**config.mk**
```make
export PLATFORM = sky130hd
export DESIGN_NAME = nearest_k_point_tracker
export DESIGN_NICKNAME = d
export VERILOG_FILES = /design/src/rtl/nkpt_pkg.sv /design/src/rtl/nearest_k_point_tracker.sv
export SDC_FILE = /design/constraint.sdc
export NUM_CORES = 2
export LEC_CHECK = 0
export BUFFER_PORTS_ARGS = -buffer_cell sky130_fd_sc_hd__buf_2
export CORE_ASPECT_RATIO = 1.75
export CORE_MARGIN = 2
export CORE_UTILIZATION = 50
export CTS_BUF_LIST = sky130_fd_sc_hd__clkbuf_16
export DETAILED_ROUTE_END_ITERATION = 8
export PLACE_DENSITY = 0.62
export SKIP_CTS_REPAIR_TIMING = 1
export SLEW_MARGIN = 0
export SYNTH_ARGS = -nofsm -noshare
export SYNTH_HDL_FRONTEND = slang
export SYNTH_SLANG_ARGS = --single-unit
```
**constraint.sdc**
```tcl
create_clock -name i_clk -period 24.2 [get_ports i_clk]
set_input_delay 2.42 -clock i_clk [delete_from_list [all_inputs] [get_ports i_clk]]
set_output_delay 2.42 -clock i_clk [all_outputs]
set_load 0.005 [all_outputs]
```
**src/rtl/nkpt_pkg.sv**
```systemverilog
package nkpt_pkg;

    // list depth and derived index widths
    localparam int MAX_ROWS = 16;
    localparam int AW       = (MAX_ROWS > 1) ? $clog2(MAX_ROWS) : 1;
    localparam int CW       = $clog2(MAX_ROWS + 1);

    localparam int DIST_W = 33;
    localparam int PAY_W  = 44;
    localparam int ROW_W  = DIST_W + PAY_W;

    localparam int IN_W  = 120;
    localparam int OUT_W = 128;

    // commands
    localparam logic [1:0] CMD_CLEAR = 2'd0;
    localparam logic [1:0] CMD_VIEW  = 2'd1;
    localparam logic [1:0] CMD_OFFER = 2'd2;
    localparam logic [1:0] CMD_READ  = 2'd3;

    // configuration register indexes
    localparam logic [1:0] REG_ENABLE  = 2'd0;
    localparam logic [1:0] REG_PROBE_X = 2'd1;
    localparam logic [1:0] REG_PROBE_Y = 2'd2;
    localparam logic [1:0] REG_RADIUS  = 2'd3;

    typedef enum logic [2:0] {
        ST_IDLE,
        ST_SUM,
        ST_FULL,
        ST_CMP,
        ST_WRITE,
        ST_RDATA,
        ST_RESP
    } t_state;

    typedef struct packed {
        logic [DIST_W-1:0] dist_sq;
        logic [PAY_W-1:0]  payload;
    } t_row;

endpackage

```
**src/rtl/nearest_k_point_tracker.sv**
```systemverilog
// Nearest-K point tracker: keeps the MAX_ROWS points nearest the probe pixel,
// sorted nearest first by squared pixel distance, each with a 44-bit payload.
// Input items arrive on s_axis (command plus fields, packed in tdata); every
// item yields exactly one result item on m_axis. Configuration (enable, probe
// position, radius) is written through the i_cfg_* port; the user must do so
// only while the block idles, and the block itself does not enforce it. States
// from acceptance until the result is loaded (the next input item can be
// accepted at the first edge at which that result can be taken, receiver ready):
//   clear / open view / offer while disarmed or disabled : straight to the response
//   read row          : a registered read of the row memory, then the response
//   offer point       : sum, a tail check of a full list (a dropped point then
//                       goes to the response), a compare of each row that moves
//                       down and of the row that stops it, a write, the response
// Items are worked one at a time; the row memory has one read and one write
// port, and insertion walks the list one row per cycle from the tail, so the
// rate is set by that walk. A finished result sits in the output register, and
// the next item is accepted and worked while it waits; a new result waits in
// its last state until the output register frees up, and no input is taken
// meanwhile. Synchronous reset clears the list count, counter, armed flag and
// output valid and restores the configuration defaults; row contents are not
// cleared, since a row is only readable after it has been written.
module nearest_k_point_tracker (
    input  logic                        i_clk,
    input  logic                        i_rst_n,
    // cfg: index 0 enable, 1 probe_x, 2 probe_y, 3 radius
    input  logic                        i_cfg_wr_en,
    input  logic [1:0]                  i_cfg_index,
    input  logic [15:0]                 i_cfg_data,
    input  logic                        s_axis_tvalid,
    output logic                        s_axis_tready,
    // tdata from bit 0: cmd(2), pos_x(16), pos_y(16), view_width(16),
    // view_height(16), owner_player(4), shroud_status(4), ghost_owner(4),
    // tag(32), row_index(4), zero pad(6)
    input  logic [nkpt_pkg::IN_W-1:0]   s_axis_tdata,
    output logic                        m_axis_tvalid,
    input  logic                        m_axis_tready,
    // tdata from bit 0: armed(1), inserted(1), slot(4), in_radius(1),
    // row_count(5), considered(32), read_valid(1), read_dist_sq(33),
    // read_owner(4), read_shroud(4), read_ghost(4), read_tag(32), zero pad(6)
    output logic [nkpt_pkg::OUT_W-1:0]  m_axis_tdata
);

    localparam int AW = nkpt_pkg::AW;
    localparam int CW = nkpt_pkg::CW;

    // input fields
    logic [1:0]         in_cmd;
    logic signed [15:0] in_pos_x;
    logic signed [15:0] in_pos_y;
    logic [15:0]        in_view_w;
    logic [15:0]        in_view_h;
    logic [nkpt_pkg::PAY_W-1:0] in_payload;
    logic [3:0]         in_row_index;

    assign in_cmd       = s_axis_tdata[1:0];
    assign in_pos_x     = s_axis_tdata[17:2];
    assign in_pos_y     = s_axis_tdata[33:18];
    assign in_view_w    = s_axis_tdata[49:34];
    assign in_view_h    = s_axis_tdata[65:50];
    // payload: ghost, shroud, owner, tag from high to low
    assign in_payload   = {s_axis_tdata[77:74], s_axis_tdata[73:70],
                           s_axis_tdata[69:66], s_axis_tdata[109:78]};
    assign in_row_index = s_axis_tdata[113:110];

    // configuration registers
    logic               r_enable;
    logic signed [15:0] r_probe_x;
    logic signed [15:0] r_probe_y;
    logic [15:0]        r_radius;

    // tracker state
    nkpt_pkg::t_state   r_state, n_state;
    logic [CW-1:0]      r_rows_held;
    logic [31:0]        r_considered;
    logic               r_armed;

    // per-item working registers
    logic [nkpt_pkg::PAY_W-1:0]  r_payload;
    logic [31:0]                 r_sqx, r_sqy, r_r2;
    logic [nkpt_pkg::DIST_W-1:0] r_dist;
    logic [AW-1:0]               r_slot, n_slot;
    logic                        r_rd_valid;

    // pending result fields
    logic               r_res_inserted;
    logic [AW-1:0]      r_res_slot;
    logic               r_res_in_radius;
    logic               r_res_rvalid;
    nkpt_pkg::t_row     r_res_row;

    // output register
    logic                        r_m_valid;
    logic [nkpt_pkg::OUT_W-1:0]  r_m_data;

    // row memory
    nkpt_pkg::t_row     mem [nkpt_pkg::MAX_ROWS];
    nkpt_pkg::t_row     r_q;
    logic               mem_re, mem_we;
    logic [AW-1:0]      mem_raddr, mem_waddr;
    nkpt_pkg::t_row     mem_wdata;

    logic s_accept;
    logic resp_load;
    assign s_axis_tready = (r_state == nkpt_pkg::ST_IDLE);
    assign s_accept      = s_axis_tvalid && s_axis_tready;
    assign resp_load     = (r_state == nkpt_pkg::ST_RESP) && (!r_m_valid || m_axis_tready);

    // distance arithmetic: 17-bit differences, squares fit in 32 bits
    logic signed [16:0] dx, dy;
    logic signed [33:0] prod_x, prod_y;
    logic [31:0]        prod_r;
    logic [nkpt_pkg::DIST_W-1:0] sum_d;
    logic               sum_in_radius;

    assign dx     = 17'(in_pos_x) - 17'(r_probe_x);
    assign dy     = 17'(in_pos_y) - 17'(r_probe_y);
    assign prod_x = dx * dx;
    assign prod_y = dy * dy;
    assign prod_r = r_radius * r_radius;
    assign sum_d  = {1'b0, r_sqx} + {1'b0, r_sqy};
    assign sum_in_radius = (sum_d <= {1'b0, r_r2});

    // view test: probe inside [pos, pos + size) on both axes
    logic signed [17:0] qx18, qy18, px18, py18, xend, yend;
    logic               in_view;
    assign qx18 = 18'(r_probe_x);
    assign qy18 = 18'(r_probe_y);
    assign px18 = 18'(in_pos_x);
    assign py18 = 18'(in_pos_y);
    assign xend = px18 + $signed({2'b00, in_view_w});
    assign yend = py18 + $signed({2'b00, in_view_h});
    assign in_view = (qx18 >= px18) && (qx18 < xend) && (qy18 >= py18) && (qy18 < yend);

    logic list_full;
    logic read_ok;
    assign list_full = (32'(r_rows_held) >= 32'(nkpt_pkg::MAX_ROWS));
    assign read_ok   = (32'(in_row_index) < 32'(r_rows_held))
                    && (32'(in_row_index) < 32'(nkpt_pkg::MAX_ROWS));

    // next state and memory control
    always_comb begin
        n_state   = r_state;
        n_slot    = r_slot;
        mem_re    = 1'b0;
        mem_raddr = r_slot - AW'(1);
        mem_we    = 1'b0;
        mem_waddr = r_slot;
        mem_wdata = '{dist_sq: r_dist, payload: r_payload};
        case (r_state)
            nkpt_pkg::ST_IDLE: begin
                if (s_accept) begin
                    case (in_cmd)
                        nkpt_pkg::CMD_OFFER: begin
                            n_state = (r_enable && r_armed) ? nkpt_pkg::ST_SUM
                                                            : nkpt_pkg::ST_RESP;
                        end
                        nkpt_pkg::CMD_READ: begin
                            mem_re    = 1'b1;
                            mem_raddr = AW'(in_row_index);
                            n_state   = nkpt_pkg::ST_RDATA;
                        end
                        default: n_state = nkpt_pkg::ST_RESP;
                    endcase
                end
            end
            nkpt_pkg::ST_SUM: begin
                // full list: check the tail row first; else start at the tail
                if (list_full) begin
                    n_slot    = AW'(nkpt_pkg::MAX_ROWS - 1);
                    mem_re    = 1'b1;
                    mem_raddr = AW'(nkpt_pkg::MAX_ROWS - 1);
                    n_state   = nkpt_pkg::ST_FULL;
                end else begin
                    n_slot = AW'(r_rows_held);
                    if (r_rows_held == '0) begin
                        n_state = nkpt_pkg::ST_WRITE;
                    end else begin
                        mem_re    = 1'b1;
                        mem_raddr = AW'(r_rows_held) - AW'(1);
                        n_state   = nkpt_pkg::ST_CMP;
                    end
                end
            end
            nkpt_pkg::ST_FULL: begin
                if (r_dist >= r_q.dist_sq) begin
                    n_state = nkpt_pkg::ST_RESP;
                end else if (r_slot != '0) begin
                    mem_re  = 1'b1;
                    n_state = nkpt_pkg::ST_CMP;
                end else begin
                    n_state = nkpt_pkg::ST_WRITE;
                end
            end
            nkpt_pkg::ST_CMP: begin
                // move the farther row down one place and look at the next
                if (r_q.dist_sq > r_dist) begin
                    mem_we    = 1'b1;
                    mem_wdata = r_q;
                    n_slot    = r_slot - AW'(1);
                    if (n_slot != '0) begin
                        mem_re    = 1'b1;
                        mem_raddr = n_slot - AW'(1);
                    end else begin
                        n_state = nkpt_pkg::ST_WRITE;
                    end
                end else begin
                    n_state = nkpt_pkg::ST_WRITE;
                end
            end
            nkpt_pkg::ST_WRITE: begin
                mem_we  = 1'b1;
                n_state = nkpt_pkg::ST_RESP;
            end
            nkpt_pkg::ST_RDATA: begin
                n_state = nkpt_pkg::ST_RESP;
            end
            nkpt_pkg::ST_RESP: begin
                if (resp_load) begin
                    n_state = nkpt_pkg::ST_IDLE;
                end
            end
            default: n_state = nkpt_pkg::ST_IDLE;
        endcase
    end

    // row memory, registered read
    always_ff @(posedge i_clk) begin
        if (mem_we) begin
            mem[mem_waddr] <= mem_wdata;
        end
        if (mem_re) begin
            r_q <= mem[mem_raddr];
        end
    end

    // state register
    always_ff @(posedge i_clk) begin
        if (!i_rst_n) begin
            r_state <= nkpt_pkg::ST_IDLE;
        end else begin
            r_state <= n_state;
        end
    end

    // configuration registers
    always_ff @(posedge i_clk) begin
        if (!i_rst_n) begin
            r_enable  <= 1'b1;
            r_probe_x <= -16'sd1;
            r_probe_y <= -16'sd1;
            r_radius  <= 16'd70;
        end else if (i_cfg_wr_en) begin
            case (i_cfg_index)
                nkpt_pkg::REG_ENABLE:  r_enable  <= i_cfg_data[0];
                nkpt_pkg::REG_PROBE_X: r_probe_x <= i_cfg_data;
                nkpt_pkg::REG_PROBE_Y: r_probe_y <= i_cfg_data;
                nkpt_pkg::REG_RADIUS:  r_radius  <= i_cfg_data;
                default: ;
            endcase
        end
    end

    // tracker control state
    always_ff @(posedge i_clk) begin
        if (!i_rst_n) begin
            r_rows_held  <= '0;
            r_considered <= '0;
            r_armed      <= 1'b0;
        end else if (s_accept && r_enable && (in_cmd == nkpt_pkg::CMD_CLEAR)) begin
            r_rows_held  <= '0;
            r_considered <= '0;
            r_armed      <= 1'b0;
        end else if (s_accept && r_enable && (in_cmd == nkpt_pkg::CMD_VIEW)) begin
            r_armed <= in_view;
        end else if (r_state == nkpt_pkg::ST_SUM) begin
            if (r_considered != '1) begin
                r_considered <= r_considered + 32'd1;
            end
            if (!list_full) begin
                r_rows_held <= r_rows_held + CW'(1);
            end
        end
    end

    // working and pending-result registers
    always_ff @(posedge i_clk) begin
        r_slot <= n_slot;
        if (s_accept) begin
            r_payload       <= in_payload;
            r_sqx           <= prod_x[31:0];
            r_sqy           <= prod_y[31:0];
            r_r2            <= prod_r;
            r_rd_valid      <= read_ok;
            r_res_inserted  <= 1'b0;
            r_res_slot      <= '0;
            r_res_in_radius <= 1'b0;
            r_res_rvalid    <= 1'b0;
            r_res_row       <= '0;
        end
        case (r_state)
            nkpt_pkg::ST_SUM: begin
                r_dist          <= sum_d;
                r_res_in_radius <= sum_in_radius;
            end
            nkpt_pkg::ST_WRITE: begin
                r_res_inserted <= 1'b1;
                r_res_slot     <= r_slot;
            end
            nkpt_pkg::ST_RDATA: begin
                if (r_rd_valid) begin
                    r_res_rvalid <= 1'b1;
                    r_res_row    <= r_q;
                end
            end
            default: ;
        endcase
    end

    // output register: hold until taken, load the next result when free
    always_ff @(posedge i_clk) begin
        if (!i_rst_n) begin
            r_m_valid <= 1'b0;
        end else if (resp_load) begin
            r_m_valid <= 1'b1;
        end else if (m_axis_tready) begin
            r_m_valid <= 1'b0;
        end
    end

    always_ff @(posedge i_clk) begin
        if (resp_load) begin
            r_m_data <= {6'd0,
                         r_res_row.payload[31:0],
                         r_res_row.payload[43:40],
                         r_res_row.payload[39:36],
                         r_res_row.payload[35:32],
                         r_res_row.dist_sq,
                         r_res_rvalid,
                         r_considered,
                         5'(r_rows_held),
                         r_res_in_radius,
                         4'(r_res_slot),
                         r_res_inserted,
                         r_armed};
        end
    end

    assign m_axis_tvalid = r_m_valid;
    assign m_axis_tdata  = r_m_data;

    // list count never passes the depth
    a_rows_bounded: assert property (@(posedge i_clk) disable iff (!i_rst_n)
        32'(r_rows_held) <= 32'(nkpt_pkg::MAX_ROWS))
        else $error("row count above list depth");

    // the memory is written only during an insertion walk
    a_write_phase: assert property (@(posedge i_clk) disable iff (!i_rst_n)
        mem_we |-> (r_state == nkpt_pkg::ST_CMP || r_state == nkpt_pkg::ST_WRITE))
        else $error("row memory written outside insertion");

    // an enabled clear empties the list and disarms
    a_clear: assert property (@(posedge i_clk) disable iff (!i_rst_n)
        (s_accept && r_enable && in_cmd == nkpt_pkg::CMD_CLEAR)
        |=> (r_rows_held == '0 && !r_armed && r_considered == '0))
        else $error("clear did not reset the list");

endmodule
```
==> results list <==
* Area fraction of the dominant cell type after synthesis: 0.4878
* Required @ worst endpoint: 24.74 ns
- The congestion estimate from routability-driven global placement came to 0.9259.
* H-tree depth: 4
- WL per Instance: 22.38 µm
- Number of optimization iterations in the first detailed-route pass: 6
* Cell count after synthesis: 8687
* Count of vias placed by the detailed router: 65289
- Final-stage net count: 10157
- Share of the clock period used by the worst path after layout: 0.4581
- For met1 alone, demand over resource in global routing was 0.2970.
* Area Growth Syn to Fin: 9.620%
- In the layout the commonest cells are sky130_fd_sc_hd__nand2_1 (1969), sky130_fd_sc_hd__edfxtp_1 (1611), sky130_fd_sc_hd__inv_1 (1068).
- Overall fraction of global-route tracks in use: 0.2576
- Of the cells placed in the final design, the portion with a size suffix greater than 1 is 0.07523.
- Post-route cell area: 0.1087 mm²
- Depth of the worst register-to-register path: 33
- Hold timing on the final database bottoms out at a slack of 0.3984 ns.
- In this run, synthesis produced a sequential element count of 1781.
- In this run the tool buffered the top-level ports with 260 buffer cells.
* Arr. time, crit path: 11.63 ns
- Cell accounting for the most synthesized area: sky130_fd_sc_hd__edfxtp_1
* Number of flops mapped to enable cells by yosys: 1611
* Vias in the first global route: 67117
- Syn Std Cell Area: 0.09918 mm²
* Max-Cap Viols: 0
- Vias per Instance: 5.619
- By instance count, the cell type seen most on the critical path is sky130_fd_sc_hd__inv_1.
- Setup repair after global routing left no endpoint under its margin.
* I/O pins: 273
- Summed over all layers, the global routing overflow is 0.
- Fraction of registers with async set/reset: 0
- Detailed placer's ending HPWL: 166.0 mm
- The layer flagged by global routing as most heavily used is met2.
- The floorplan step defined a core boundary enclosing 0.1976 mm².
- Count of different cell masters after synthesis: 86
- The first routing iteration left 4536 violations.
- TritonCTS Buffers: 170
- Setup Skew: 0.05866 ns
- Buffers from clock root to sink, at most: 4
- The number of pins with negative max-slew slack in the final report was 0.
* Class of the most critical setup path: in -> reg
* Clock sink count: 1781
* Final setup violation count: 0
- Yosys attributes the largest share of cell area to sky130_fd_sc_hd__edfxtp_1 (49%), sky130_fd_sc_hd__fa_1 (14%), sky130_fd_sc_hd__nand2_1 (7.5%), sky130_fd_sc_hd__ha_1 (5.8%), sky130_fd_sc_hd__inv_1 (3.9%).
- Clock insertion delay at the later pin of the skew report: 0.83 ns
- Most common cell after layout, fill and taps aside: sky130_fd_sc_hd__nand2_1
- Critical Path End Type: flip-flop
* Dominant register cell in the synthesized netlist: sky130_fd_sc_hd__edfxtp_1
- Achievable Freq: 90.21 MHz
- Largest incremental delay on the critical path: 0.74 ns
* Final ANT Viol Nets: 0
- The worst path needs 11.09 ns of the cycle, external delays included.
- STA classifies the critical path startpoint as an input port.
- Proportion of synthesized chip area in sequential cells: 0.5221
- After routing, the total negative slack on setup checks comes to 0 ns.
* TritonCTS clock tree: done
* Number of synthesis warnings: 0
* Critical path's slowest cell: sky130_fd_sc_hd__a2111oi_0
- Worst slew slack as a fraction of its limit: 0.2295
* Effective utilization at floorplan: 0.5020
- Wires add up to 260.0 mm.
- The floorplan step set the die width to 340.7 µm.
- The floorplan step defined a die boundary enclosing 0.2021 mm².
- After detailed placement, the total cell area comes to 0.1034 mm².
- The first global-routing pass estimated 392.7 mm of wire.
- Largest net degree at the start of global routing: 220
* Worst Path Max Fanout: 11
- The flow ran to the end, and the final reports show no timing, DRC or antenna violations.
- After filler insertion, the fill cell instance count of the layout stands at 16529.
* Number of DRC violations after detailed routing: 0
- Global routing usage on met2: 0.4712
- From bottom edge to top edge, the die measures 593.2 µm.
- Clock-pin slew of the registers on the worst-case setup and hold paths: 0.07 ns
* Tightest Hold Check Type: reg -> reg
* Final Hold Viols: 0
* Std-Cell Rows: 216
* CTS Root Buffer Type: sky130_fd_sc_hd__clkbuf_16
* Actual transition at the worst max-transition pin: 1.154 ns
- Initial antenna violation count: 8
- Synth Area per Inst: 11.42 µm²
- For this run, global-route usage on met3 was measured as 0.02779.
* Hold path depth: 0
-- sequential cells by signal (all words and copies together), names as in the netlist, 4 cells and up --
register      flops
mem_waddr         4
r_res_row        77
r_res_slot        4
r_r2             31
mem            1232
r_radius         16
r_payload        44
r_rows_held       5
m_axis_tdata    122
r_probe_y        16
r_q              77
r_sqy            31
r_sqx            31
r_considered     32
r_probe_x        16
r_dist           33
-- logic make-up after synthesis --
logic type	share of synthesized area
and+or+nand+nor	0.1365
DFF	0.5221
buffers and inverters	0.05527
adders and majority gates	0.1965
AOI/OAI and AO/OA	0.06868
xor gates and xnor gates	0.02039
muxes	0.0005172
other	0.00003781
-- worst max-delay path: cells and delay by family --
family | cells | cell delay (ns)
simple gates | 2 | 0.55
compound gates | 12 | 3.55
buf+inv | 10 | 1.12
fa+ha+maj | 9 | 3.84
xor+xnor | 2 | 0.16
-- layer usage --
metal	share of wire	routed length, µm
met3	0.055	14270
met1	0.36	94850
met5	0.000058	15
met2	0.52	136000
met4	0.057	14850
-- cells in the mapped netlist, types with 13 or more instances --
library cell	number
sky130_fd_sc_hd__nor4_1	15
sky130_fd_sc_hd__dfxtp_1	170
sky130_fd_sc_hd__a211oi_1	94
sky130_fd_sc_hd__o21a_1	23
sky130_fd_sc_hd__clkbuf_1	257
sky130_fd_sc_hd__xnor2_1	154
sky130_fd_sc_hd__buf_2	90
sky130_fd_sc_hd__a31oi_1	14
sky130_fd_sc_hd__fa_1	685
sky130_fd_sc_hd__nor2b_1	40
sky130_fd_sc_hd__and2_0	17
sky130_fd_sc_hd__a311o_1	78
sky130_fd_sc_hd__and3_1	27
sky130_fd_sc_hd__ha_1	462
sky130_fd_sc_hd__inv_1	1026
sky130_fd_sc_hd__nand4_1	118
sky130_fd_sc_hd__or2_2	13
sky130_fd_sc_hd__o21bai_1	17
sky130_fd_sc_hd__a21boi_0	25
sky130_fd_sc_hd__a21o_1	86
sky130_fd_sc_hd__xor2_1	75
sky130_fd_sc_hd__o21ai_0	122
sky130_fd_sc_hd__nor3_1	28
sky130_fd_sc_hd__nand2_1	1971
sky130_fd_sc_hd__nand2b_1	31
sky130_fd_sc_hd__o211ai_1	269
sky130_fd_sc_hd__edfxtp_1	1611
sky130_fd_sc_hd__buf_1	17
sky130_fd_sc_hd__nor2_1	341
sky130_fd_sc_hd__or3_1	22
sky130_fd_sc_hd__nand3_1	355
sky130_fd_sc_hd__and2_1	140
sky130_fd_sc_hd__a21oi_1	144
-- final cells by class --
type	instances	area (µm²)	share of cell area
clock buffers	175	4379	0.04028
inverters	1034	3886	0.03574
multi-input cells	5498	42160	0.3878
diodes	4	10.01	0.00009207
well taps	2616	3273	0.03011
clock inverters	129	952.2	0.008758
flip-flops and latches	1781	51780	0.4763
repair buffers	382	2280	0.02097
-- path summary, 6_finish.rpt --
kind                         from                end  slack [ns]
setup reg to reg     r_probe_x[0]          r_sqx[28]       14.48
setup / recovery  s_axis_tdata[2]          r_sqx[28]       13.11
hold / removal      r_res_row[24]  m_axis_tdata[114]        0.40
hold reg to reg     r_res_row[24]  m_axis_tdata[114]        0.40
-- per-stage QoR --
| stage | utilization | std cells | worst slack (ns) |
|---|---|---|---|
| 6_report | 0.5503 | 11619 | 13.11 |
| 5_1_grt | 0.5503 | 11616 | 12.60 |
| 4_1_cts | 0.5503 | 11615 | 13.15 |
| 3_5_place_dp | 0.5233 | 11311 | 12.34 |
| 3_3_place_gp | 0.5233 | 11311 | 12.45 |
| 2_1_floorplan | - | 8692 | 13.72 |
Power is left out: the tool's default activity adds up to more than one toggle a clock period on the data nets, which glitch-free logic cannot reach.
